File: src/rtl/core/assert_macros.svh
// Assertion macros used by the list engine module.
`ifndef ASSERT_MACROS_SVH
`define ASSERT_MACROS_SVH

// Property checked at every rising clock edge outside reset.
`define ASSERT_CLOCKED(label, clk, rst, prop, msg) \
   label: assert property (@(posedge clk) disable iff (rst) prop) else $error(msg);

// Condition that must hold at every rising clock edge outside reset.
`define ASSERT_ALWAYS(label, clk, rst, cond, msg) \
   label: assert property (@(posedge clk) disable iff (rst) (cond)) else $error(msg);

`endif

File: src/rtl/core/sale_find_tree.sv
// Registered priority tree that reports the lowest cell index whose hit flag is set.
`default_nettype none

module sale_find_tree #(
   parameter int LEAVES = 128
) (
   input  wire logic                         clock,
   input  wire logic [LEAVES-1:0]            leaf_hit,
   output logic                              root_hit,
   output logic      [$clog2(LEAVES)-1:0]    root_idx
);

   localparam int LEVELS = $clog2(LEAVES);
   localparam int SPAN   = 1 << LEVELS;

   logic              node_hit [2*SPAN-1];
   logic [LEVELS-1:0] node_idx [2*SPAN-1];

   for (genvar j = 0; j < SPAN; j++) begin : g_leaf
      if (j < LEAVES) begin : g_real
         assign node_hit[SPAN-1+j] = leaf_hit[j];
      end else begin : g_pad
         assign node_hit[SPAN-1+j] = 1'b0;
      end
      assign node_idx[SPAN-1+j] = LEVELS'(j);
   end

   for (genvar n = 0; n < SPAN-1; n++) begin : g_node
      logic              hit_ff;
      logic              hit_in;
      logic [LEVELS-1:0] idx_ff;
      logic [LEVELS-1:0] idx_in;

      always_comb begin
         hit_in = node_hit[2*n+1] | node_hit[2*n+2];
         if (node_hit[2*n+1]) begin
            idx_in = node_idx[2*n+1];
         end else if (node_hit[2*n+2]) begin
            idx_in = node_idx[2*n+2];
         end else begin
            idx_in = '0;
         end
      end

      always_ff @(posedge clock) begin
         hit_ff <= hit_in;
         idx_ff <= idx_in;
      end

      assign node_hit[n] = hit_ff;
      assign node_idx[n] = idx_ff;
   end

   assign root_hit = node_hit[0];
   assign root_idx = node_idx[0];

endmodule

`default_nettype wire
File: config.mk
export PLATFORM = sky130hd
export DESIGN_NAME = sale_find_tree
export DESIGN_NICKNAME = d
export VERILOG_FILES = /design/src/rtl/core/assert_macros.svh /design/src/rtl/core/sale_find_tree.sv
export SDC_FILE = /design/constraint.sdc
export NUM_CORES = 1
export LEC_CHECK = 0
export BUFFER_PORTS_ARGS = -buffer_cell sky130_fd_sc_hd__buf_4
export CAP_MARGIN = 20
export CORE_MARGIN = 1.5
export CORE_UTILIZATION = 51
export CTS_BUF_LIST = sky130_fd_sc_hd__clkbuf_16
export DETAILED_ROUTE_END_ITERATION = 10
export PLACE_DENSITY = 0.73
export SLEW_MARGIN = 40
export SYNTH_ARGS = -nofsm -noshare
export SYNTH_HDL_FRONTEND = slang
export SYNTH_SLANG_ARGS = --single-unit
File: constraint.sdc
create_clock -name clock -period 0.8 [get_ports clock]
set_input_delay 0.12 -clock clock [delete_from_list [all_inputs] [get_ports clock]]
set_output_delay 0.12 -clock clock [all_outputs]
set_load 0.02 [all_outputs]
# After elaboration in Yosys (flattened, before gate mapping)
# Cells that the tools add are included.
totals:
  regBits: 1016
  latchBits: 0
  mem_bits_rw: 0
  romBits: 0
  out_inout_bits: 8
  word_cells: 571
  mem_count: 0
op_classes:
  addsub: 0
  multipliers: 0
  div_mod_pow: 0
  n_lt_le_gt_ge: 0
  eq_ne: 0
  n_shift: 0
  muxes: 190
  bitwise: 127
  reduce_logical: 0
ops:
  columns: ["operator", "n"]
  rows:
  - ["7-bit two-way mux", 158]
  - ["1-bit OR", 127]
  - ["6-bit two-way mux", 16]
  - ["5-bit two-way mux", 8]
  - ["4-bit two-way mux", 4]
  - ["3-bit two-way mux", 2]
  - ["2-bit two-way mux", 1]
  - ["1-bit two-way mux", 1]

# Depth between registers and ports, before layout
# Gate-level depths: netlist of the first run.
logic_depth:
  word_depth: 2
  depth_mapped: 3

# Worst setup path before layout of the first run
# Ideal clock, no wire load.
synth_path:
  path_type: "register to register"
  from: "register g_node[3].hit_ff"
  to: "register g_node[1].idx_ff[0]"
  setup_time_ns: 0.117
  arrival_ns: 0.657
  required_ns: 0.683
  setup_slack_ns: 0.026
  stages_incl_launch_ff: 3
  path_buffers: 0
  period_less_slack_ns: 0.774
  path_cell_list: "dfxtp_1 nor2b_2 a22o_1"
synth_between:
  elab_chain_len: 1
synth_lines:
  columns: ["item", "line_no", "rtl"]
  rows:
  - ["start: declaration", "sale_find_tree.sv:29", "logic hit_ff;"]
  - ["start signal: assignment", "sale_find_tree.sv:46", "hit_ff <= hit_in;"]
  - ["7-bit two-way mux", "sale_find_tree.sv:36", "if (node_hit[2*n+1]) begin"]
  - ["named net g_node[1].idx_in[0]", "sale_find_tree.sv:32", "logic [LEVELS-1:0] idx_in;"]
  - ["end signal: assignment", "sale_find_tree.sv:47", "idx_ff <= idx_in;"]
  - ["end: declaration", "sale_find_tree.sv:31", "logic [LEVELS-1:0] idx_ff;"]
# The timed path passes the listed nets, and every way through them passes these cells.
# A chain may end at the register's enable or synchronous reset.

# Final worst setup path of the first run
layout_path:
  from: "register g_node[0].idx_ff[2] (netlist: root_idx[2])"
  to: "output port root_idx[2]"
layout_rtl:
  columns: ["item", "line_no", "rtl"]
  rows:
  - ["start: declaration", "sale_find_tree.sv:31", null]
  - ["start signal: assignment", "sale_find_tree.sv:47", null]
  - ["end: declaration", "sale_find_tree.sv:10", "output logic [$clog2(LEAVES)-1:0] root_idx"]
# No word-level cell between the ends.

==> summary.txt, run 1 <==
Outcome
  • Outcome: finished with violations
  • Failing checks: setup timing

Clocking
  • CTS tree: built
  • Total CTS buffers: 47
  • Num Clock Sinks: 494
  • Clock Path Buffers: 3
  • Max H-tree Level: 2
  • Clock root buffer master: clkbuf_16
  • Clock transition at path regs: 0.06 ns
  • Clock Latency Late Sink: 0.53 ns

Routing
  • DR WL/cell: 11.2 µm
  • Via count: 8,655
  • Drt total wl: 21,500 µm
  • DRC: 0
  • Pre-Repair DR Iteration Count: 4
  • Final antenna-violating net count: 0
  • Initial drt markers: 213
  • Vias per inst: 4.50

Placement
  • Placed inst area: 0.0154 mm²
  • Port-buffer cells: 136
  • Pre-CTS setup slack: -0.0418 ns
  • HPWL after detailed placement: 13,600 µm
  • Placer Congestion: 0.790

Synth
  • Post-synthesis xor/xnor area fraction: 0%
  • Synth unique cells: 17
  • Synth area leader: dfxtp_1
  • Adder-Cell Fraction of Synth Area: 0%
  • Register bit total from synthesis: 494
  • Multiplexer area fraction after synthesis: 0%
  • Largest family of logic cells by synthesized area: simple AND/OR/NAND/NOR gates
  • Syn avg cell area: 11.4 µm²
  • Net Count, Synth: 1,352
  • Synth Area in Compound Gates: 8.41%
  • Sequential element share of the synthesized area: 71.0%
  • Gate count of the mapped netlist: 1,223
  • Area contributors post-synth: dfxtp_1 (71%), or2_2 (5.8%), nand2_1 (5.4%)
  • Synthesis Warnings: 0
  • Mapped cell area: 0.0139 mm²
  • Post-synthesis simple-gate area fraction: 20.3%
  • Share of Yosys cell area claimed by the top area cell type: 71.0%

STA
  • Final Cycle Share: 135%
  • Tmin final: 1.08 ns
  • Maximum clock frequency: 929 MHz
  • Slew Viols, Final: 0
  • Clock skew: 0.0155 ns
  • Final Hold Vio Count: 0
  • Final hold slack: 0.293 ns
  • Setup ws final: -0.276 ns
  • Worst-Margin Slew: 0.208 ns
  • RSZ-0062 raised after global routing: true
  • # setup viols final: 13
  • Slew margin rel.: 86.0%

Global routing
  • Initial antenna violation count: 0
  • Vias in the first global route: 8,675
  • GRT Overall Usage: 15.6%
  • Grt total ovfl: 0
  • Largest net degree at the start of global routing: 16
  • First-pass GRT wire length: 36,500 µm

Layout
  • Fraction of layout cells with a size suffix above 1: 25.2%
  • Multi-input combinational cell area: 0.00401 mm²
  • Util after Layout: 68.0%
  • Fill cells: 1,908
  • Synth-to-Final Area Change: 31.3%
  • Antenna diodes: 0
  • Final Instance Area: 0.0183 mm²
  • Layout Nets: 1,673
  • Register area: 0.00995 mm²

Hold path
  • Cell count of the worst hold path: 3
  • Hold Path Class: input pin to register

Power
  • Peak VDD IR: 1.86 mV
  • PwrDens: 2660 mW/mm²
  • Overall power: 48.6 mW
  • Leakage Power: 7.86 nW

Critical path
  • CP arrival: 0.96 ns
  • CP peak stage delay: 0.32 ns
  • Critical path buffers and inverters: 1
  • Cell Chain, Critical Path: buf_6
  • CP Depth: 1
  • FF-to-FF path depth: 2
  • Critical Path Fanout Max: 1
  • Crit Path Class: register to primary output
  • WP data required: 0.68 ns
  • Critical Path End Type: primary output
  • Kind of start point of the critical path: register
  • Crit path max-delay family: flip-flops
  • Slowest cell on crit path: dfxtp_2

Floorplanning
  • Die footprint: 0.0283 mm²
  • I/O pins: 137
  • Initial Util: 51.8%
  • Core area: 0.0269 mm²
  • Die Ht: 168 µm
  • Die X: 168 µm
  • Row cnt: 60

Run
  • Maxcap violations: 0
[state kept, by name, indices dropped and copies added (netlist names)]
signal         flops
g_node.idx_ff    360
root_hit           1
g_node.hit_ff    126
root_idx           7
[cell type report]
| cell class | instances | share of cell area (%) |
|---|---|---|
| clock inverter | 39 | 1.29 |
| tap | 341 | 2.33 |
| multi-input combinational | 724 | 22.0 |
| sequential | 494 | 54.4 |
| clock buffer | 48 | 6.57 |
| timing repair buffer | 277 | 13.5 |
[per-stage QoR]
stage	TNS (ns)	instances
after global routing	-2.99	1923
final	-2.34	1923
after global placement	-0.0490	1706
after CTS	-2.62	1923
after floorplan	0	1223
after detailed placement	-0.597	1706
[repair_timing]
item / in CTS / in global routing
pin swaps: 3 / 4
setup buffers: 1 / 0
cloned: 1 / 0
hold buffers: 128 / 0
hold endpoints to repair: 191 / 0
resized for setup: 37 / 25
endpoints found under the setup margin: 51 / 59
[power by group]
group          switching (mW)  internal (mW)
Sequential              0.525           25.9
Combinational           0.826           1.56
Clock                    8.54           11.3
[final timing paths]
| check | to | slack (ns) | start |
|---|---|---|---|
| worst min-delay path | g_node[105].idx_ff[0] | 0.29 | leaf_hit[84] |
| worst max-delay path | root_idx[2] | -0.28 | root_idx[2] |
| worst min register to register | g_node[15].hit_ff | 0.42 | g_node[32].hit_ff |
| worst max register to register | g_node[2].idx_ff[1] | -0.04 | g_node[5].hit_ff |
[metal layers]
metal	GRT usage (%)	wire [µm]	part of all wire [%]	up-vias
li1	-	-	-	4642
met1	17.2	9130	42	3849
met2	29.5	11300	52	131
met3	3.34	744	3.5	33
met4	5.28	399	1.9	0
met5	0	0	0	-
[Yosys cell counts]
master	count
o21ai_0	82
and2_1	5
nor2b_1	77
nor2b_4	2
nor2_1	57
buf_2	1
and2b_1	1
and3b_1	1
buf_4	3
dfxtp_1	494
a22o_1	76
nor2b_2	12
or2_2	128
o21ai_1	19
nand2_1	202
or2_1	62
buf_6	1
[logic make-up after synthesis]
logic type | count (synthesis)
DFF | 494
AOI/OAI and AO/OA | 177
and+or+nand+nor | 547
buffers and inverters | 5
[layout by cell type, fill, tap and decap left out, types with 6 or more instances in the layout]
master,n
buf_4,133
clkinv_1,12
clkbuf_16,48
inv_1,9
o21ai_1,19
dfxtp_1,454
or2_2,128
dfxtp_2,37
nor2b_1,76
dlygate4sd3_1,128
clkinv_2,8
nand2_1,202
o21ai_0,82
a22o_1,76
or2_1,61
clkinvlp_4,6
nor2_1,57
buf_6,14
nor2b_2,10
No activity file was read; power rests on OpenSTA's default activity.
==> inputs of run 2 (changes only) <==
--- a/config.mk
+++ b/config.mk
@@ -7,10 +7,13 @@
 export LEC_CHECK = 0
 export BUFFER_PORTS_ARGS = -buffer_cell sky130_fd_sc_hd__buf_4
 export CAP_MARGIN = 20
-export CORE_MARGIN = 1.5
-export CORE_UTILIZATION = 51
+export CELL_PAD_IN_SITES_DETAIL_PLACEMENT = 1
+export CELL_PAD_IN_SITES_GLOBAL_PLACEMENT = 2
+export CORE_MARGIN = 3
+export CORE_UTILIZATION = 34
 export CTS_BUF_LIST = sky130_fd_sc_hd__clkbuf_16
 export DETAILED_ROUTE_END_ITERATION = 10
+export HOLD_SLACK_MARGIN = 0.06
 export PLACE_DENSITY = 0.73
 export SLEW_MARGIN = 40
 export SYNTH_ARGS = -nofsm -noshare
==> summary.txt, run 2 (synthesized netlist as in run 1, its figures left out) <==
Outcome
  • Outcome: finished with violations
  • Failing checks: setup timing

Floorplanning
  • Initial Util: 34.7% (-17 points)
  • Die X: 208 µm (+24%)
  • Die footprint: 0.0434 mm² (+53%)
  • Row cnt: 73 (+22%)
  • Core area: 0.0401 mm² (+49%)
  • I/O pins: 137 (unchanged)
  • Die Ht: 208 µm (+24%)

Placement
  • HPWL after detailed placement: 17,900 µm (+31%)
  • Placed cells: 1,892 (+11%)
  • Placer Congestion: 0.739 (-6.5%)
  • Port-buffer cells: 136 (unchanged)
  • Pre-CTS setup slack: -0.0528 ns (-0.0109 ns)

Critical path
  • Critical Path End Type: primary output
  • Critical Path Sink: root_idx[4]
  • FF-to-FF path depth: 2 (unchanged)
  • CP arrival: 1.04 ns (+0.08 ns)
  • WP data required: 0.68 ns (about the same)
  • Reg2reg end: g_node[2].idx_ff[1]
  • Setup slack, reg-to-reg: -0.05 ns (about the same)
  • Slowest cell on crit path: dfxtp_4
  • Kind of start point of the critical path: register
  • Cell Chain, Critical Path: buf_6
  • Crit Path Class: register to primary output
  • Worst setup path start: root_idx[4]
  • Crit path max-delay family: flip-flops
  • Crit Reg-Reg Startpoint: g_node[5].hit_ff
  • Critical Path Fanout Max: 1 (unchanged)
  • Critical path buffers and inverters: 1 (unchanged)
  • CP Depth: 1 (unchanged)
  • CP peak stage delay: 0.35 ns (+0.03 ns)

Global routing
  • Vias in the first global route: 9,531 (+9.9%)
  • GRT Overall Usage: 12.4% (-3.2 points)
  • Initial antenna violation count: 0 (unchanged)
  • First-pass GRT wire length: 44,700 µm (+22%)
  • Largest net degree at the start of global routing: 14 (-2)
  • Grt total ovfl: 0 (unchanged)

Clocking
  • Clock root buffer master: clkbuf_16
  • Clock Latency Late Sink: 0.57 ns (+0.04 ns)
  • Clock Path Buffers: 3 (unchanged)
  • Max H-tree Level: 2 (unchanged)
  • Num Clock Sinks: 494 (unchanged)
  • CTS tree: built
  • Clock transition at path regs: 0.06 ns (about the same)
  • Total CTS buffers: 50 (+6.4%)

STA
  • # setup viols final: 16 (+3)
  • Final Cycle Share: 145% (+10 points)
  • Tmin final: 1.16 ns (+0.0832 ns)
  • Setup ws final: -0.359 ns (-0.0832 ns)
  • Maximum clock frequency: 863 MHz (-7.2%)
  • RSZ-0062 raised after global routing: true
  • Slew Viols, Final: 0 (unchanged)
  • Clock skew: 0.0101 ns (-0.00538 ns)
  • Slew margin rel.: 84.6% (-1.3 points)
  • Worst-Margin Slew: 0.228 ns (+0.0199 ns)
  • Final Hold Vio Count: 0 (unchanged)

Routing
  • Via count: 8,896 (+2.8%)
  • Final antenna-violating net count: 0 (unchanged)
  • DR WL/cell: 12.7 µm (+14%)
  • Drt total wl: 26,900 µm (+25%)
  • Vias per inst: 4.21 (-6.5%)
  • Pre-Repair DR Iteration Count: 4 (unchanged)
  • DRC: 0 (unchanged)
  • Initial drt markers: 343 (+61%)

Power
  • P_int: 40.3 mW (+4.1%)
  • Leakage Power: 7.99 nW (+1.7%)
  • Logic gate share of total power: 4.8% (about the same)
  • Clock group share of total power: 43.2% (+2.5 points)
  • Peak VDD IR: 1.30 mV (-30%)
  • Switching power: 10.6 mW (+6.7%)
  • Seq pwr share: 52.0% (-2.4 points)
  • Sw frac: 20.8% (+0.41 points)
  • PwrDens: 2720 mW/mm² (+2.2%)

Layout
  • Non-Filler Instances: 2,115 (+10%)
  • Synth-to-Final Area Change: 34.4%
  • Max reg flops: 360 (unchanged)
  • Commonest non-fill, non-tap cell in the layout: dfxtp_1
  • Top reg by flops: g_node.idx_ff
  • Layout Nets: 1,679 (+0.36%)
  • Fraction of layout cells with a size suffix above 1: 25.9% (+0.69 points)
  • Most frequent cells in the layout: dfxtp_1 (447), nand2_1 (202), buf_4 (138)
  • Antenna diodes: 0 (unchanged)

Hold path
  • Hold Path Class: input pin to register

Run
  • Maxcap violations: 0 (unchanged)
==> run 2: worst register-to-register path, cell delays in order (launching register included) <==
cell and delay [ns]:
dfxtp_1 0.33, and2b_1 0.22, a22o_1 0.19
==> run 2: per-layer routing <==
layer	wire (µm)	vias to the layer above	track usage, %
met5	0	-	0
met4	856	0	5.77
met3	941	56	2.52
met2	13900	132	22.9
met1	11200	4074	13.7
li1	-	4634	-
==> run 2: power groups by stage <==
stage                     Clock, mW  Combinational [mW]  Sequential (mW)
final                          22.0                2.42             26.4
after CTS                      22.9                2.44             26.5
after floorplan                   0                1.06             26.8
after global routing           24.0                2.75             26.6
after detailed placement          0                1.92             27.0
after global placement            0                1.86             27.0
==> run 2: how the worst min path moves through the flow <==
stage / start / endpoint / slack [ns] / depth (start not counted)
3_5_place_dp: leaf_hit[0] / g_node[63].idx_ff[0] / 0.29 / 2
5_1_grt: leaf_hit[108] / g_node[117].idx_ff[0] / 0.23 / 3
3_3_place_gp: leaf_hit[84] / g_node[105].idx_ff[0] / 0.29 / 2
6_report: leaf_hit[100] / g_node[113].idx_ff[0] / 0.25 / 3
4_1_cts: leaf_hit[92] / g_node[109].idx_ff[0] / 0.20 / 3
2_1_floorplan: leaf_hit[74] / g_node[100].idx_ff[0] / 0.19 / 1
==> run 2: final cells by class <==
cell class              instances  area (µm²)
repair buffers                280        2470
clock inverters                41         304
fillers                      4289       21400
multi-input cells             724        4030
well taps                     525         657
clock buffers                  51        1280
flip-flops and latches        494        9970
==> run 2: metrics by stage <==
stage	hold slack (ns)	util [%]	power [mW]	setup TNS (ns)	cell area, µm²
floorplan	0.192	-	27.9	0	13900
detailed placement	0.291	39.1	28.9	-1.17	15700
global route	0.234	46.7	53.3	-3.64	18700
CTS	0.201	46.4	51.8	-3.30	18600
finish	0.249	46.7	50.8	-2.97	18700
global placement	0.288	39.1	28.9	-0.0848	15700
==> run 2: repair_timing <==
item / in CTS / in global routing
buffers inserted: 1 / 2
pin swaps: 0 / 3
setup endpoints to repair: 73 / 74
resized for setup: 45 / 38
hold buffers: 128 / 0
endpoints found under the hold margin: 191 / 0
