`config.mk`:
```
export PLATFORM = sky130hd
export DESIGN_NAME = sale_cell
export DESIGN_NICKNAME = d
export VERILOG_FILES = /design/src/rtl/core/assert_macros.svh /design/src/rtl/core/sale_pkg.sv /design/src/rtl/core/sale_cell.sv
export SDC_FILE = /design/constraint.sdc
export NUM_CORES = 1
export LEC_CHECK = 0
export BUFFER_PORTS_ARGS = -buffer_cell sky130_fd_sc_hd__buf_2
export CORE_MARGIN = 4
export CORE_UTILIZATION = 38
export DETAILED_ROUTE_END_ITERATION = 8
export PLACE_DENSITY = 0.76
export SLEW_MARGIN = 40
export SYNTH_ARGS = -nofsm -noshare
export SYNTH_HDL_FRONTEND = slang
export SYNTH_SLANG_ARGS = --single-unit
```
`constraint.sdc`:
```
create_clock -name clock -period 2.23 [get_ports clock]
set_clock_uncertainty 0.2 [all_clocks]
set_input_delay 0.3345 -clock clock [delete_from_list [all_inputs] [get_ports clock]]
set_output_delay 0.3345 -clock clock [all_outputs]
set_load 0.02 [all_outputs]
```
`src/rtl/core/assert_macros.svh`:
```
// Assertion macros used by the list engine module.
`ifndef ASSERT_MACROS_SVH
`define ASSERT_MACROS_SVH

// Property checked at every rising clock edge outside reset.
`define ASSERT_CLOCKED(label, clk, rst, prop, msg) \
   label: assert property (@(posedge clk) disable iff (rst) prop) else $error(msg);

// Condition that must hold at every rising clock edge outside reset.
`define ASSERT_ALWAYS(label, clk, rst, cond, msg) \
   label: assert property (@(posedge clk) disable iff (rst) (cond)) else $error(msg);

`endif

```
`src/rtl/core/sale_pkg.sv`:
```
// Package with the command, status and cell control definitions of the list engine.
`default_nettype none

package sale_pkg;

   localparam int AT_WIDTH = 11;

   localparam logic [2:0] CMD_PUSH_BACK  = 3'd0;
   localparam logic [2:0] CMD_POP_BACK   = 3'd1;
   localparam logic [2:0] CMD_PUSH_FRONT = 3'd2;
   localparam logic [2:0] CMD_POP_FRONT  = 3'd3;
   localparam logic [2:0] CMD_INSERT     = 3'd4;
   localparam logic [2:0] CMD_ERASE      = 3'd5;
   localparam logic [2:0] CMD_FIND       = 3'd6;

   localparam logic [1:0] STATUS_OK     = 2'd0;
   localparam logic [1:0] STATUS_FULL   = 2'd1;
   localparam logic [1:0] STATUS_EMPTY  = 2'd2;
   localparam logic [1:0] STATUS_BADPOS = 2'd3;

   localparam logic [1:0] OP_HOLD  = 2'd0;
   localparam logic [1:0] OP_OPEN  = 2'd1;
   localparam logic [1:0] OP_CLOSE = 2'd2;
   localparam logic [1:0] OP_MATCH = 2'd3;

   typedef struct packed {
      logic [1:0]          op;
      logic [AT_WIDTH-1:0] at;
      logic [AT_WIDTH-1:0] limit;
   } cell_ctl_type;

endpackage

`default_nettype wire

```
`src/rtl/core/sale_cell.sv`:
```
// One list cell: holds an element, shifts with its neighbours and compares against a key.
`default_nettype none

module sale_cell #(
   parameter int DATA_WIDTH = 32,
   parameter int INDEX      = 0
) (
   input  wire logic                  clock,
   input  wire sale_pkg::cell_ctl_type ctl,
   input  wire logic [DATA_WIDTH-1:0] key,
   input  wire logic [DATA_WIDTH-1:0] lower_data,
   input  wire logic [DATA_WIDTH-1:0] upper_data,
   output logic      [DATA_WIDTH-1:0] data,
   output logic                       hit
);

   localparam logic [sale_pkg::AT_WIDTH-1:0] MY_INDEX = sale_pkg::AT_WIDTH'(INDEX);

   logic [DATA_WIDTH-1:0] data_ff;
   logic [DATA_WIDTH-1:0] data_in;
   logic                  hit_ff;
   logic                  hit_in;

   always_comb begin
      data_in = data_ff;
      hit_in  = hit_ff;
      case (ctl.op)
         sale_pkg::OP_OPEN: begin
            if (MY_INDEX > ctl.at) begin
               data_in = lower_data;
            end else if (MY_INDEX == ctl.at) begin
               data_in = key;
            end
         end
         sale_pkg::OP_CLOSE: begin
            if (MY_INDEX >= ctl.at) begin
               data_in = upper_data;
            end
         end
         sale_pkg::OP_MATCH: begin
            hit_in = (MY_INDEX < ctl.limit) && (data_ff == key);
         end
         default: begin
         end
      endcase
   end

   always_ff @(posedge clock) begin
      data_ff <= data_in;
      hit_ff  <= hit_in;
   end

   assign data = data_ff;
   assign hit  = hit_ff;

endmodule

`default_nettype wire

```
## Yosys cells after proc, flatten, opt, wreduce, memory -nomap -nowiden

Cells that the tools add are included.

- Register bits after elaboration: 33
- Input port bits: 121
- Output and inout port bits: 33

- Magnitude comparators: 3
- Eq/ne operators: 6
- Mux-type cells: 4
- Reductions and logical operators: 4

Operators by type and width:

| cell | number |
|---|---|
| 2-to-1 mux 32 bit | 3 |
| case mux 32 bit (2 select lines) | 1 |
| equality test 32 bit | 1 |
| greater-or-equal comparator 1 x 11 -> 1 bit, first input constant | 1 |
| greater-than comparator 1 x 11 -> 1 bit, first input constant | 1 |
| zero test 11 bit | 1 |
| less-than comparator 1 x 11 -> 1 bit, first input constant | 1 |
| equality test 2 bit, second input constant | 2 |
| != test 3 bit, second input constant | 1 |
| AND reduction 3 bit | 1 |
| equality test 2 x 1 -> 1 bit, second input constant | 1 |
| != test 2 bit, second input constant | 1 |
| nonzero test 2 bit | 1 |
| logical AND 1 bit | 1 |

## Longest topological paths before layout

Gate-level depths: netlist of run 1.

- Depth in word-level cells: 4
- Mapped depth: 4

## Worst setup path after synthesis of run 1

Ideal clock, no wire load.

- Kind: input -> register
- Start point: in ctl[23] (netlist name)
- End point: reg data_ff[0], in the netlist data[0], enable pin
- Library setup time: 0.392 ns
- Arrival: 1.438 ns
- Setup slack: 0.200 ns
- Stages: 3
- Path buffers: 0
- Path through: xnor2_1 nor4_1 and3_1

- Word-level cells in the longest chain between the ends: 3
- Elaborated cells between the ends (all ways): 6
- Those cells by class: eq/ne (4); reduce/logical (2)

RTL lines:

| what | line | text |
|---|---|---|
| start: declaration | sale_cell.sv:9 | `input wire sale_pkg::cell_ctl_type ctl,` |
| equality test 2 x 1 -> 1 bit or equality test 2 bit (tied branches) | sale_cell.sv:27 | `case (ctl.op)` |
| != test 3 bit (no source line) (tied with other cells) | -- |  |
| AND reduction 3 bit (no source line) * | -- |  |
| end signal: assignment | sale_cell.sv:49 | `data_ff <= data_in;` |
| end: declaration | sale_cell.sv:19 | `logic [DATA_WIDTH-1:0] data_ff;` |

Mark *: on every way between the ends. The rest lies on a longest branch, timed or not.
A chain may end at the register's enable or synchronous reset.

## Worst setup path in the final report of run 1

- Start point: reg data_ff[28], in the netlist data[28]
- End point: reg hit_ff, in the netlist hit, data pin

- Word-level cells in the longest chain between the ends: 2

RTL lines:

| what | line | text |
|---|---|---|
| equality test 32 bit | sale_cell.sv:41 | `hit_in = (MY_INDEX < ctl.limit) && (data_ff == key);` |
| logical AND 1 bit | sale_cell.sv:41 |  |
| end signal: assignment | sale_cell.sv:50 | `hit_ff <= hit_in;` |
| end: declaration | sale_cell.sv:21 | `logic hit_ff;` |

Every way passes these cells.

==> metrics.md, run 1 <==
| Metric | Value |
|---|---|
| Worst path bufs/invs | `0` |
| Max-slew violation count | `0` |
| Crit Path Max Fanout | `2` |
| Worst setup path class | `reg -> reg` |
| Layout cells sized above 1 | `63.2%` |
| Core ar. | `4500 um2` |
| Synthesized flop and latch total | `33` |
| Cts repair resizes | `0` |
| Status | `finished, final reports clean` |
| CP Launch Type | `register` |
| Drt via density | `4.80` |
| Synth unique cells | `15` |
| Worst-Margin Slew | `0.318 ns` |
| RSZ-0062 raised after global routing | `no` |
| Clock tree root driver cell | `clkbuf_8` |
| Cell family with most CP delay | `simple AND/OR/NAND/NOR gates` |
| Worst path arrival time | `1.55 ns` |
| Horiz. Die Dim | `77.3 um` |
| Routed wl met2 | `2340 um` |
| Area Overhead vs Synth | `43.0%` |
| F_max | `607 MHz` |
| Tcrit/Tclk final | `73.9%` |
| CTS tree | `yes` |
| Global-route wire length before repair | `6920 um` |
| Clk_lat worst skew | `0.28 ns` |
| Power Dens Cells | `544 nW/um2` |
| Layout net count | `370` |
| DRT antenna net count | `0` |
| Final WL | `4550 um` |
| Maximum vdd drop | `289 uV` |
| Most frequent cells in the layout | `121 x buf_2, 33 x edfxtp_1, 25 x mux2_2` |
| Post-Synthesis Cells | `123` |
| Final core occ | `58.0%` |
| Minimum clock period | `1.65 ns` |
| TritonCTS Buffers | `5` |
| Drt first pass iters | `4` |
| DP Area | `2500 um2` |
| Avg Inst Size Synth | `14.8 um2` |
| Total leakage power | `1.11 nW` |
| Post-DR wirelength/cell | `15.1 um` |
| Maxcap violations | `0` |
| Final setup viols | `0` |
| Number of diodes | `0` |
| Die Area | `5980 um2` |
| HP Class | `in -> reg` |
| CTS Sinks | `33` |
| Critical path cell sequence | `xor2_1, nor4_1, nand4_1, nor4_2` |
| Slowest stage delay, CP | `0.41 ns` |
| Die H | `77.3 um` |
| Slowest cell on the critical path | `edfxtp_1` |
| Setup TNS Final | `0 ns` |
| Mapped Area | `1830 um2` |
| Starting density of the core | `40.5%` |
| Setup bufs post-CTS | `0` |
| Gr ovfl total | `0` |
| Drc violations | `0` |
| Row cnt | `24` |
| Pin count of the biggest net entering global routing | `33` |
| Maximum clock insertion buffer count | `2` |
| Hold-fix buffers at CTS | `0` |
| Final hold viol count | `0` |
| Most common cell after layout, fill and taps aside | `buf_2` |
| Req. time, crit path | `2.14 ns` |
| Slew headroom | `78.6%` |
| Vias in the first global route | `1,425` |
| IO Pins | `154` |
| DRT iter0 DRCs | `49` |
| Top Metal Used | `met4` |
| Post-Route M1 WL | `1800 um` |
| Seq/Total Area, Yosys | `54.3%` |
| Number of buffers added on ports | `121` |
| Synth warn | `0` |
| Final HPWL DP | `3690 um` |
| Vias | `1,449` |
| Total power | `1.42 mW` |
| Syn_nets | `244` |
| Placer Congestion | `0.766` |
| Final Instance Area | `2610 um2` |
| Clock-pin slew on the worst setup and hold paths | `0.07 ns` |
| Crit. End Element | `register` |
| Metal3 WL | `343 um` |
| H-tree Lvls | `2` |
| Tot GR Track Use | `14.7%` |
| Initial antenna violation count | `0` |
through the flow:
step / hold WS, ns / worst slack (ns) / std cells
2_1_floorplan: 0.335 / 0.200 / 123
3_3_place_gp: 0.420 / 0.424 / 294
3_5_place_dp: 0.426 / 0.411 / 294
4_1_cts: 0.128 / 0.538 / 302
5_1_grt: 0.136 / 0.498 / 302
6_report: 0.139 / 0.582 / 302
cell usage after synthesis (all sizes together):
cell type,number,share of area (%)
nor4,12,5.1
nand3,2,0.55
nor3,1,0.27
nand4,3,1.0
xor2,24,12
buf,4,2.1
and3,1,0.34
edfxtp,33,54
xnor2,9,4.3
mux2,32,20
nor2b,1,0.34
and2,1,0.34
registers in the layout, summed over array words and instances, names as in the netlist:
| signal | flops |
|---|---|
| hit | 1 |
| data | 32 |
power by group:
group,total (mW),internal (mW),switching [mW],leakage (nW)
registers,0.688,0.688,0.000302,0.296
logic,0.189,0.116,0.0723,0.759
clock network,0.544,0.330,0.214,0.0528
routing by layer:
metal | vias to the layer above | global-route usage, %
met5 | - | 0
met4 | 0 | 4.80
li1 | 719 | -
met2 | 71 | 25.7
met3 | 4 | 4.92
met1 | 655 | 16.9
cell families (layout without fill, tap and decap cells):
logic type    count (synthesis)  count (layout)  share of synthesized area, %
simple gates                 21              21                          8.02
flops                        33              33                          54.3
buf+inv                       4             131                          2.12
mux                          32              32                          19.7
xor+xnor                     33              33                          15.8
worst paths after layout:
check	start	end	slack, ns	cells past startpoint
max	data[28]$_DFFE_PP_	hit$_DFFE_PN_	0.58	4
min	upper_data[9]	data[9]$_DFFE_PP_	0.14	2
max reg2reg	data[28]$_DFFE_PP_	hit$_DFFE_PN_	0.58	4
min reg2reg	data[27]$_DFFE_PP_	hit$_DFFE_PN_	0.52	3
layout make-up:
cell class | instances | area [um2]
Clock buffer | 6 | 72.6
Sequential cell | 33 | 991
Tap cell | 52 | 65.1
Fill cell | 385 | 1890
Multi-Input combinational cell | 86 | 803
Clock inverter | 2 | 33.8
Timing Repair Buffer | 123 | 646
No activity file was read; power rests on OpenSTA's default activity.
==> run 2: changes to the inputs <==
--- a/config.mk
+++ b/config.mk
@@ -7,9 +7,9 @@
 export LEC_CHECK = 0
 export BUFFER_PORTS_ARGS = -buffer_cell sky130_fd_sc_hd__buf_2
 export CORE_MARGIN = 4
-export CORE_UTILIZATION = 38
+export CORE_UTILIZATION = 35
 export DETAILED_ROUTE_END_ITERATION = 8
-export PLACE_DENSITY = 0.76
+export PLACE_DENSITY = 0.73
 export SLEW_MARGIN = 40
 export SYNTH_ARGS = -nofsm -noshare
 export SYNTH_HDL_FRONTEND = slang
==> constraint.sdc (replaced) <==
create_clock -name clock -period 1.36 [get_ports clock]
set_clock_uncertainty 0.2 [all_clocks]
set_input_delay 0.204 -clock clock [delete_from_list [all_inputs] [get_ports clock]]
set_output_delay 0.204 -clock clock [all_outputs]
set_load 0.02 [all_outputs]
==> run 2 against run 1 <==
The run now ends with negative setup slack left; power increased by 55%; via count increased by 6.6%; first-iteration DRC count increased by 22%; critical path type unchanged; largest cell class unchanged; highest routed layer unchanged.
==> metrics.md, run 2 (synthesized netlist as in run 1, its figures left out) <==
| Metric | Value |
|---|---|
| Reg area | `991 um2 (unchanged)` |
| Pin count of the biggest net entering global routing | `23 (-30%)` |
| DRT iter0 DRCs | `60 (+22%)` |
| CP Launch Type | `register` |
| Minimum clock period | `1.57 ns (-0.0794 ns)` |
| H-tree Lvls | `2 (unchanged)` |
| RR Endpoint | `hit$_DFFE_PN_` |
| Gr ovfl total | `0 (unchanged)` |
| Setup TNS Final | `-0.307 ns (-0.307 ns)` |
| Post-DR wirelength/cell | `14.7 um (-2.4%)` |
| Layout net count | `383 (+3.5%)` |
| R2R cell count | `4 (unchanged)` |
| Final setup viols | `4 (+4)` |
| Crit. End Element | `register` |
| Die H | `80.2 um (+3.8%)` |
| Max-slew violation count | `0 (unchanged)` |
| Core ar. | `5070 um2 (+13%)` |
| Most common cell after layout, fill and taps aside | `buf_2` |
| Slew headroom | `81.3% (+2.8 points)` |
| Layout fillers | `433 (+12%)` |
| Initial antenna violation count | `0 (unchanged)` |
| Net Sw Power | `0.482 mW (+68%)` |
| Global route hottest layer | `met2` |
| Most frequent cells in the layout | `114 x buf_2, 33 x edfxtp_1, 30 x mux2_4` |
| Req. time, crit path | `1.27 ns (-0.87 ns)` |
| RSZ-0062 raised after global routing | `yes` |
| Area Overhead vs Synth | `60.2%` |
| Horiz. Die Dim | `80.2 um (+3.8%)` |
| Total leakage power | `1.30 nW (+17%)` |
| Max reg flops | `32 (unchanged)` |
| CP endpoint | `hit$_DFFE_PN_` |
| Vias in the first global route | `1,620 (+14%)` |
| Number of buffers added on ports | `121 (unchanged)` |
| Row cnt | `26 (+8.3%)` |
| Tcrit/Tclk final | `115% (+41 points)` |
| Power Dens Cells | `752 nW/um2 (+38%)` |
| Starting density of the core | `36.0% (-4.6 points)` |
| Vias | `1,545 (+6.6%)` |
| Met3 usage | `6.28% (+1.4 points)` |
| Status | `complete, but fails checks` |
| Drc violations | `0 (unchanged)` |
| HP Class | `in -> reg` |
| R2R Setup Slk | `-0.21 ns (-0.79 ns)` |
| Drt via density | `4.64 (-3.3%)` |
| TritonCTS Buffers | `5 (unchanged)` |
| Maximum clock insertion buffer count | `2 (unchanged)` |
| Clk_lat worst skew | `0.28 ns (about the same)` |
| Failing checks | `negative setup slack` |
| Reg-to-reg startpoint | `data[29]$_DFFE_PP_` |
| Worst-Margin Slew | `0.278 ns (-0.0409 ns)` |
| CTS tree | `yes` |
| Combinational group share of total power | `17.6% (+4.3 points)` |
| Die Area | `6440 um2 (+7.7%)` |
| Multi-input gate area | `940 um2 (+17%)` |
| Met2 Usage GRT | `26.2% (+0.42 points)` |
| Final WL | `4890 um (+7.6%)` |
| DRT antenna net count | `0 (unchanged)` |
| Placer Congestion | `0.701 (-8.5%)` |
| CTS Sinks | `33 (unchanged)` |
| Flop pwr share | `51.3% (+2.9 points)` |
| Layout cells sized above 1 | `69.2% (+6.0 points)` |
| Clock tree root driver cell | `clkbuf_8` |
| Internal | `1.72 mW (+52%)` |
| Number of diodes | `0 (unchanged)` |
| Final HPWL DP | `4020 um (+9.0%)` |
| Critical path origin | `data[29]$_DFFE_PP_` |
| Final hold viol count | `0 (unchanged)` |
| Tot GR Track Use | `15.3% (+0.61 points)` |
| F_max | `637 MHz (+5.1%)` |
| Worst setup path class | `reg -> reg` |
| Maximum vdd drop | `534 uV (+85%)` |
| PnR worst setup slack | `-0.209 ns (-0.791 ns)` |
| Final core occ | `57.6% (-0.33 points)` |
| Maxcap violations | `0 (unchanged)` |
| Crit Path Max Fanout | `2 (unchanged)` |
| IO Pins | `154 (unchanged)` |
| Met1 Use GR | `17.6% (+0.78 points)` |
| Drt first pass iters | `4 (unchanged)` |
| Clock power frac | `31.1% (-7.2 points)` |
| Hold-fix buffers at CTS | `0 (unchanged)` |
| Global-route wire length before repair | `7360 um (+6.4%)` |
| Worst path arrival time | `1.48 ns (-0.07 ns)` |
| Switching part of the total | `21.9% (+1.7 points)` |
| Clock-pin slew on the worst setup and hold paths | `0.07 ns (about the same)` |
[run 2: changes by cell type in the layout (fill, tap and decap cells not counted), moves of 3 or more]
cell | before | now
mux2_2 | 25 | 2
buf_6 | 0 | 14
mux2_1 | 7 | 0
nor4_1 | 9 | 6
buf_2 | 121 | 114
mux2_4 | 0 | 30
nor4_2 | 3 | 6
buf_4 | 0 | 5
[run 2: cell type report]
class | instances | area share (%)
sequential | 33 | 33.9
multi-input combinational | 86 | 32.1
timing repair buffer | 136 | 28.2
tap | 70 | 2.99
clock buffer | 5 | 2.35
clock inverter | 3 | 0.428
[run 2: worst min path at each step]
stage | start | to | cells past startpoint
final | upper_data[17] | data[17]$_DFFE_PP_ | 2
after CTS | upper_data[17] | data[17]$_DFFE_PP_ | 2
after global placement | upper_data[15] | data[15]$_DFFE_PP_ | 2
after detailed placement | upper_data[17] | data[17]$_DFFE_PP_ | 2
after floorplan | upper_data[10] | data[10]$_DFFE_PP_ | 1
after global routing | upper_data[16] | data[16]$_DFFE_PP_ | 2
[run 2: through the flow]
| step | worst slack [ns] | cells | instance area (um2) | power, mW | hold WS, ns |
|---|---|---|---|---|---|
| 2_1_floorplan | -0.233 | 123 | 1960 | 1.36 | 0.221 |
| 3_3_place_gp | -0.235 | 325 | 2760 | 1.53 | 0.304 |
| 3_5_place_dp | -0.283 | 325 | 2760 | 1.53 | 0.307 |
| 4_1_cts | -0.248 | 333 | 2890 | 2.23 | 0.00946 |
| 5_1_grt | -0.335 | 333 | 2930 | 2.32 | 0.00614 |
| 6_report | -0.209 | 333 | 2930 | 2.20 | 0.0221 |
[run 2: power by group through the flow]
stage          combinational [mW]  clock, mW  sequential [mW]
6_report                    0.387      0.685             1.13
5_1_grt                     0.421      0.772             1.13
4_1_cts                     0.387      0.717             1.13
3_5_place_dp                0.384          0             1.15
3_3_place_gp                0.374          0             1.15
2_1_floorplan               0.204          0             1.15
[run 2: metal layers]
metal | vias up | wire length (um)
li1 | 743 | -
met2 | 78 | 2470
met4 | 0 | 44
met3 | 4 | 478
met5 | - | 0
met1 | 720 | 1900
[run 2: repair_timing]
action                                  CTS  global route
endpoints found under the hold margin     0             0
pin swaps                                 3             2
endpoints found under the setup margin    8            29
setup buffers                             3             3
gates resized for setup                  16             9
[run 2: critical path, stage by stage, from the launching register on]
cell and delay [ns]:
edfxtp_1 0.41, xor2_1 0.16, nor4_2 0.29, nand3_1 0.13, nor4_2 0.21
==> run 3: changes to the inputs <==
--- a/config.mk
+++ b/config.mk
@@ -5,11 +5,12 @@
 export SDC_FILE = /design/constraint.sdc
 export NUM_CORES = 1
 export LEC_CHECK = 0
-export BUFFER_PORTS_ARGS = -buffer_cell sky130_fd_sc_hd__buf_2
 export CORE_MARGIN = 4
-export CORE_UTILIZATION = 35
+export CORE_UTILIZATION = 40
 export DETAILED_ROUTE_END_ITERATION = 8
-export PLACE_DENSITY = 0.73
+export DONT_BUFFER_PORTS = 1
+export PLACE_DENSITY = 0.52
+export RECOVER_POWER = 50
 export SLEW_MARGIN = 40
 export SYNTH_ARGS = -nofsm -noshare
 export SYNTH_HDL_FRONTEND = slang
==> run 3 against run 2 <==
The run still ends with negative setup slack left; critical path type unchanged; fmax is 1.2% lower; critical path depth unchanged; worst setup slack got worse by 0.018 ns; worst hold slack better by 0.063 ns; sequential cell count is the same; sequential power about the same; critical endpoint unchanged; design area increased by 4.4%.
==> metrics.md, run 3 (synthesized netlist as in run 1, its figures left out) <==
| Metric | Value |
|---|---|
| Non-filler cells, final | `287 (-14%)` |
| Worst-Margin Slew | `0.374 ns (+0.0964 ns)` |
| Final setup viols | `4 (unchanged)` |
| Horiz. Die Dim | `75.6 um (-5.8%)` |
| Vias in the first global route | `1,602 (-1.1%)` |
| Maximum clock insertion buffer count | `2 (unchanged)` |
| Slew headroom | `75.1% (-6.3 points)` |
| Die H | `75.6 um (-5.8%)` |
| IO Pins | `154 (unchanged)` |
| Clk_lat worst skew | `0.28 ns (about the same)` |
| Power Dens Cells | `716 nW/um2 (-4.9%)` |
| Placer Congestion | `0.744 (+6.1%)` |
| Minimum clock period | `1.59 ns (+0.0183 ns)` |
| Global-route wire length before repair | `7130 um (-3.1%)` |
| Final WL | `4990 um (+2.0%)` |
| PnR worst setup slack | `-0.227 ns (-0.0183 ns)` |
| Clock-pin slew on the worst setup and hold paths | `0.07 ns (about the same)` |
| CTS Sinks | `33 (unchanged)` |
| Layout fillers | `313 (-28%)` |
| Total leakage power | `1.18 nW (-9.2%)` |
| Critical path cell sequence | `xor2_1, nor4_2, nand4_1, nor4_2` |
| Most used cell along the critical path | `nor4_2` |
| CTS tree | `yes` |
| Min Hold Slack | `0.0854 ns (+0.0633 ns)` |
| Clock tree root driver cell | `clkbuf_8` |
| Drt first pass iters | `4 (unchanged)` |
| Final core occ | `69.7% (+12 points)` |
| H-tree Lvls | `2 (unchanged)` |
| Worst path arrival time | `1.50 ns (+0.02 ns)` |
| Max reg flops | `32 (unchanged)` |
| Drt via density | `5.06 (+9.0%)` |
| Failing checks | `negative setup slack` |
| Final HPWL DP | `3330 um (-17%)` |
| Maxcap violations | `0 (unchanged)` |
| R2R cell count | `4 (unchanged)` |
| Worst path bufs/invs | `0 (unchanged)` |
| Critical path depth in cells | `4 (unchanged)` |
| Tcrit/Tclk final | `117% (+1.3 points)` |
| Maximum vdd drop | `496 uV (-7.3%)` |
| DP Cell Count | `212 (-35%)` |
| Cell family with most CP delay | `simple AND/OR/NAND/NOR gates` |
| HP Class | `in -> reg` |
| Req. time, crit path | `1.27 ns (about the same)` |
| Worst setup path class | `reg -> reg` |
| Initial antenna violation count | `0 (unchanged)` |
| Metal3 WL | `391 um (-18%)` |
| R2R Setup Slk | `-0.23 ns (-0.02 ns)` |
| Hold path startpoint | `key[27]` |
| F_max | `630 MHz (-1.2%)` |
| DRT iter0 DRCs | `35 (-42%)` |
| Post-Route M1 WL | `1850 um (-2.7%)` |
| Die Area | `5710 um2 (-11%)` |
| DRT antenna net count | `0 (unchanged)` |
| Reg-to-reg startpoint | `data[17]$_DFFE_PP_` |
| Core ar. | `4380 um2 (-14%)` |
| Layout cells sized above 1 | `32.3% (-37 points)` |
| Routed wl met2 | `2720 um (+10%)` |
| Slowest stage delay, CP | `0.42 ns (about the same)` |
| CP Launch Type | `register` |
| Top Metal Used | `met4` |
| Hold worst-path end | `hit$_DFFE_PN_` |
| Starting density of the core | `41.6% (+5.7 points)` |
| Area Overhead vs Synth | `67.3%` |
| RSZ-0062 raised after global routing | `yes` |
| Slowest cell on the critical path | `edfxtp_1` |
| Most common cell after layout, fill and taps aside | `dlygate4sd3_1` |
| Pin count of the biggest net entering global routing | `21 (-8.7%)` |
| Hold path cells | `3 (+1)` |
| Max-slew violation count | `0 (unchanged)` |
| TritonCTS Buffers | `5 (unchanged)` |
| Vias | `1,452 (-6.0%)` |
| Final hold viol count | `0 (unchanged)` |
| Row cnt | `24 (-7.7%)` |
| Status | `complete, but fails checks` |
| Crit. End Element | `register` |
| Gr ovfl total | `0 (unchanged)` |
| Layout net count | `355 (-7.3%)` |
| Tot GR Track Use | `17.1% (+1.7 points)` |
| Number of diodes | `0 (unchanged)` |
| Post-DR wirelength/cell | `17.4 um (+18%)` |
| RR Endpoint | `hit$_DFFE_PN_` |
| Crit Path Max Fanout | `2 (unchanged)` |
| Most frequent cells in the layout | `66 x dlygate4sd3_1, 33 x edfxtp_1, 27 x buf_4` |
| Drc violations | `0 (unchanged)` |
| Number of buffers added on ports | `0 (-100%)` |
[run 3: area by class of cell]
class                           instances  area [um2]  area share (%)
Multi-Input combinational cell         86         887            29.0
Tap cell                               52        65.1            2.13
Clock inverter                          2        10.0           0.328
Timing Repair Buffer                  108        1030            33.7
Clock buffer                            6        72.6            2.38
Sequential cell                        33         991            32.4
[run 3: routing by layer]
metal  GRT usage (%)  vias to the layer above
li1                -                      687
met1            17.6                      691
met2            33.4                       70
met3            4.62                        4
met4            4.66                        0
met5               0                        -
[run 3: worst max-delay path by stage]
| stage | from | slack (ns) | to |
|---|---|---|---|
| after global placement | data[17]$_DFFE_PP_ | -0.38 | hit$_DFFE_PN_ |
| after CTS | data[17]$_DFFE_PP_ | -0.24 | hit$_DFFE_PN_ |
| after detailed placement | data[28]$_DFFE_PP_ | -0.29 | hit$_DFFE_PN_ |
| after global routing | data[11]$_DFFE_PP_ | -0.35 | hit$_DFFE_PN_ |
| final | data[17]$_DFFE_PP_ | -0.23 | hit$_DFFE_PN_ |
| after floorplan | data[4]$_DFFE_PP_ | -0.23 | hit$_DFFE_PN_ |
[run 3: worst min-delay path, cell delays in order]
cell     delay, ns
xnor2_1       0.05
nand4_1       0.09
nor4_2        0.05
[run 3: power breakdown]
group	switching [mW]	internal, mW	leakage (nW)
clock	0.347	0.354	0.0450
sequential	0.00305	1.13	0.296
combinational	0.0991	0.255	0.838
total	0.449	1.74	1.18
[run 3: repair_timing]
action	CTS	global route
resized for setup	9	6
hold buffers	66	0
endpoints found under the setup margin	6	7
buffers inserted	1	3
pin swaps	5	1
hold endpoints to repair	33	0
[run 3: through the flow]
stage | setup WS, ns | TNS (ns) | instance area [um2] | power, mW
after floorplan | -0.233 | -2.77 | 1960 | 1.36
after global placement | -0.377 | -2.22 | 2320 | 1.37
after detailed placement | -0.289 | -2.44 | 2320 | 1.38
after CTS | -0.240 | -0.357 | 3110 | 2.23
after global routing | -0.353 | -0.590 | 3050 | 2.27
final | -0.227 | -0.270 | 3050 | 2.19
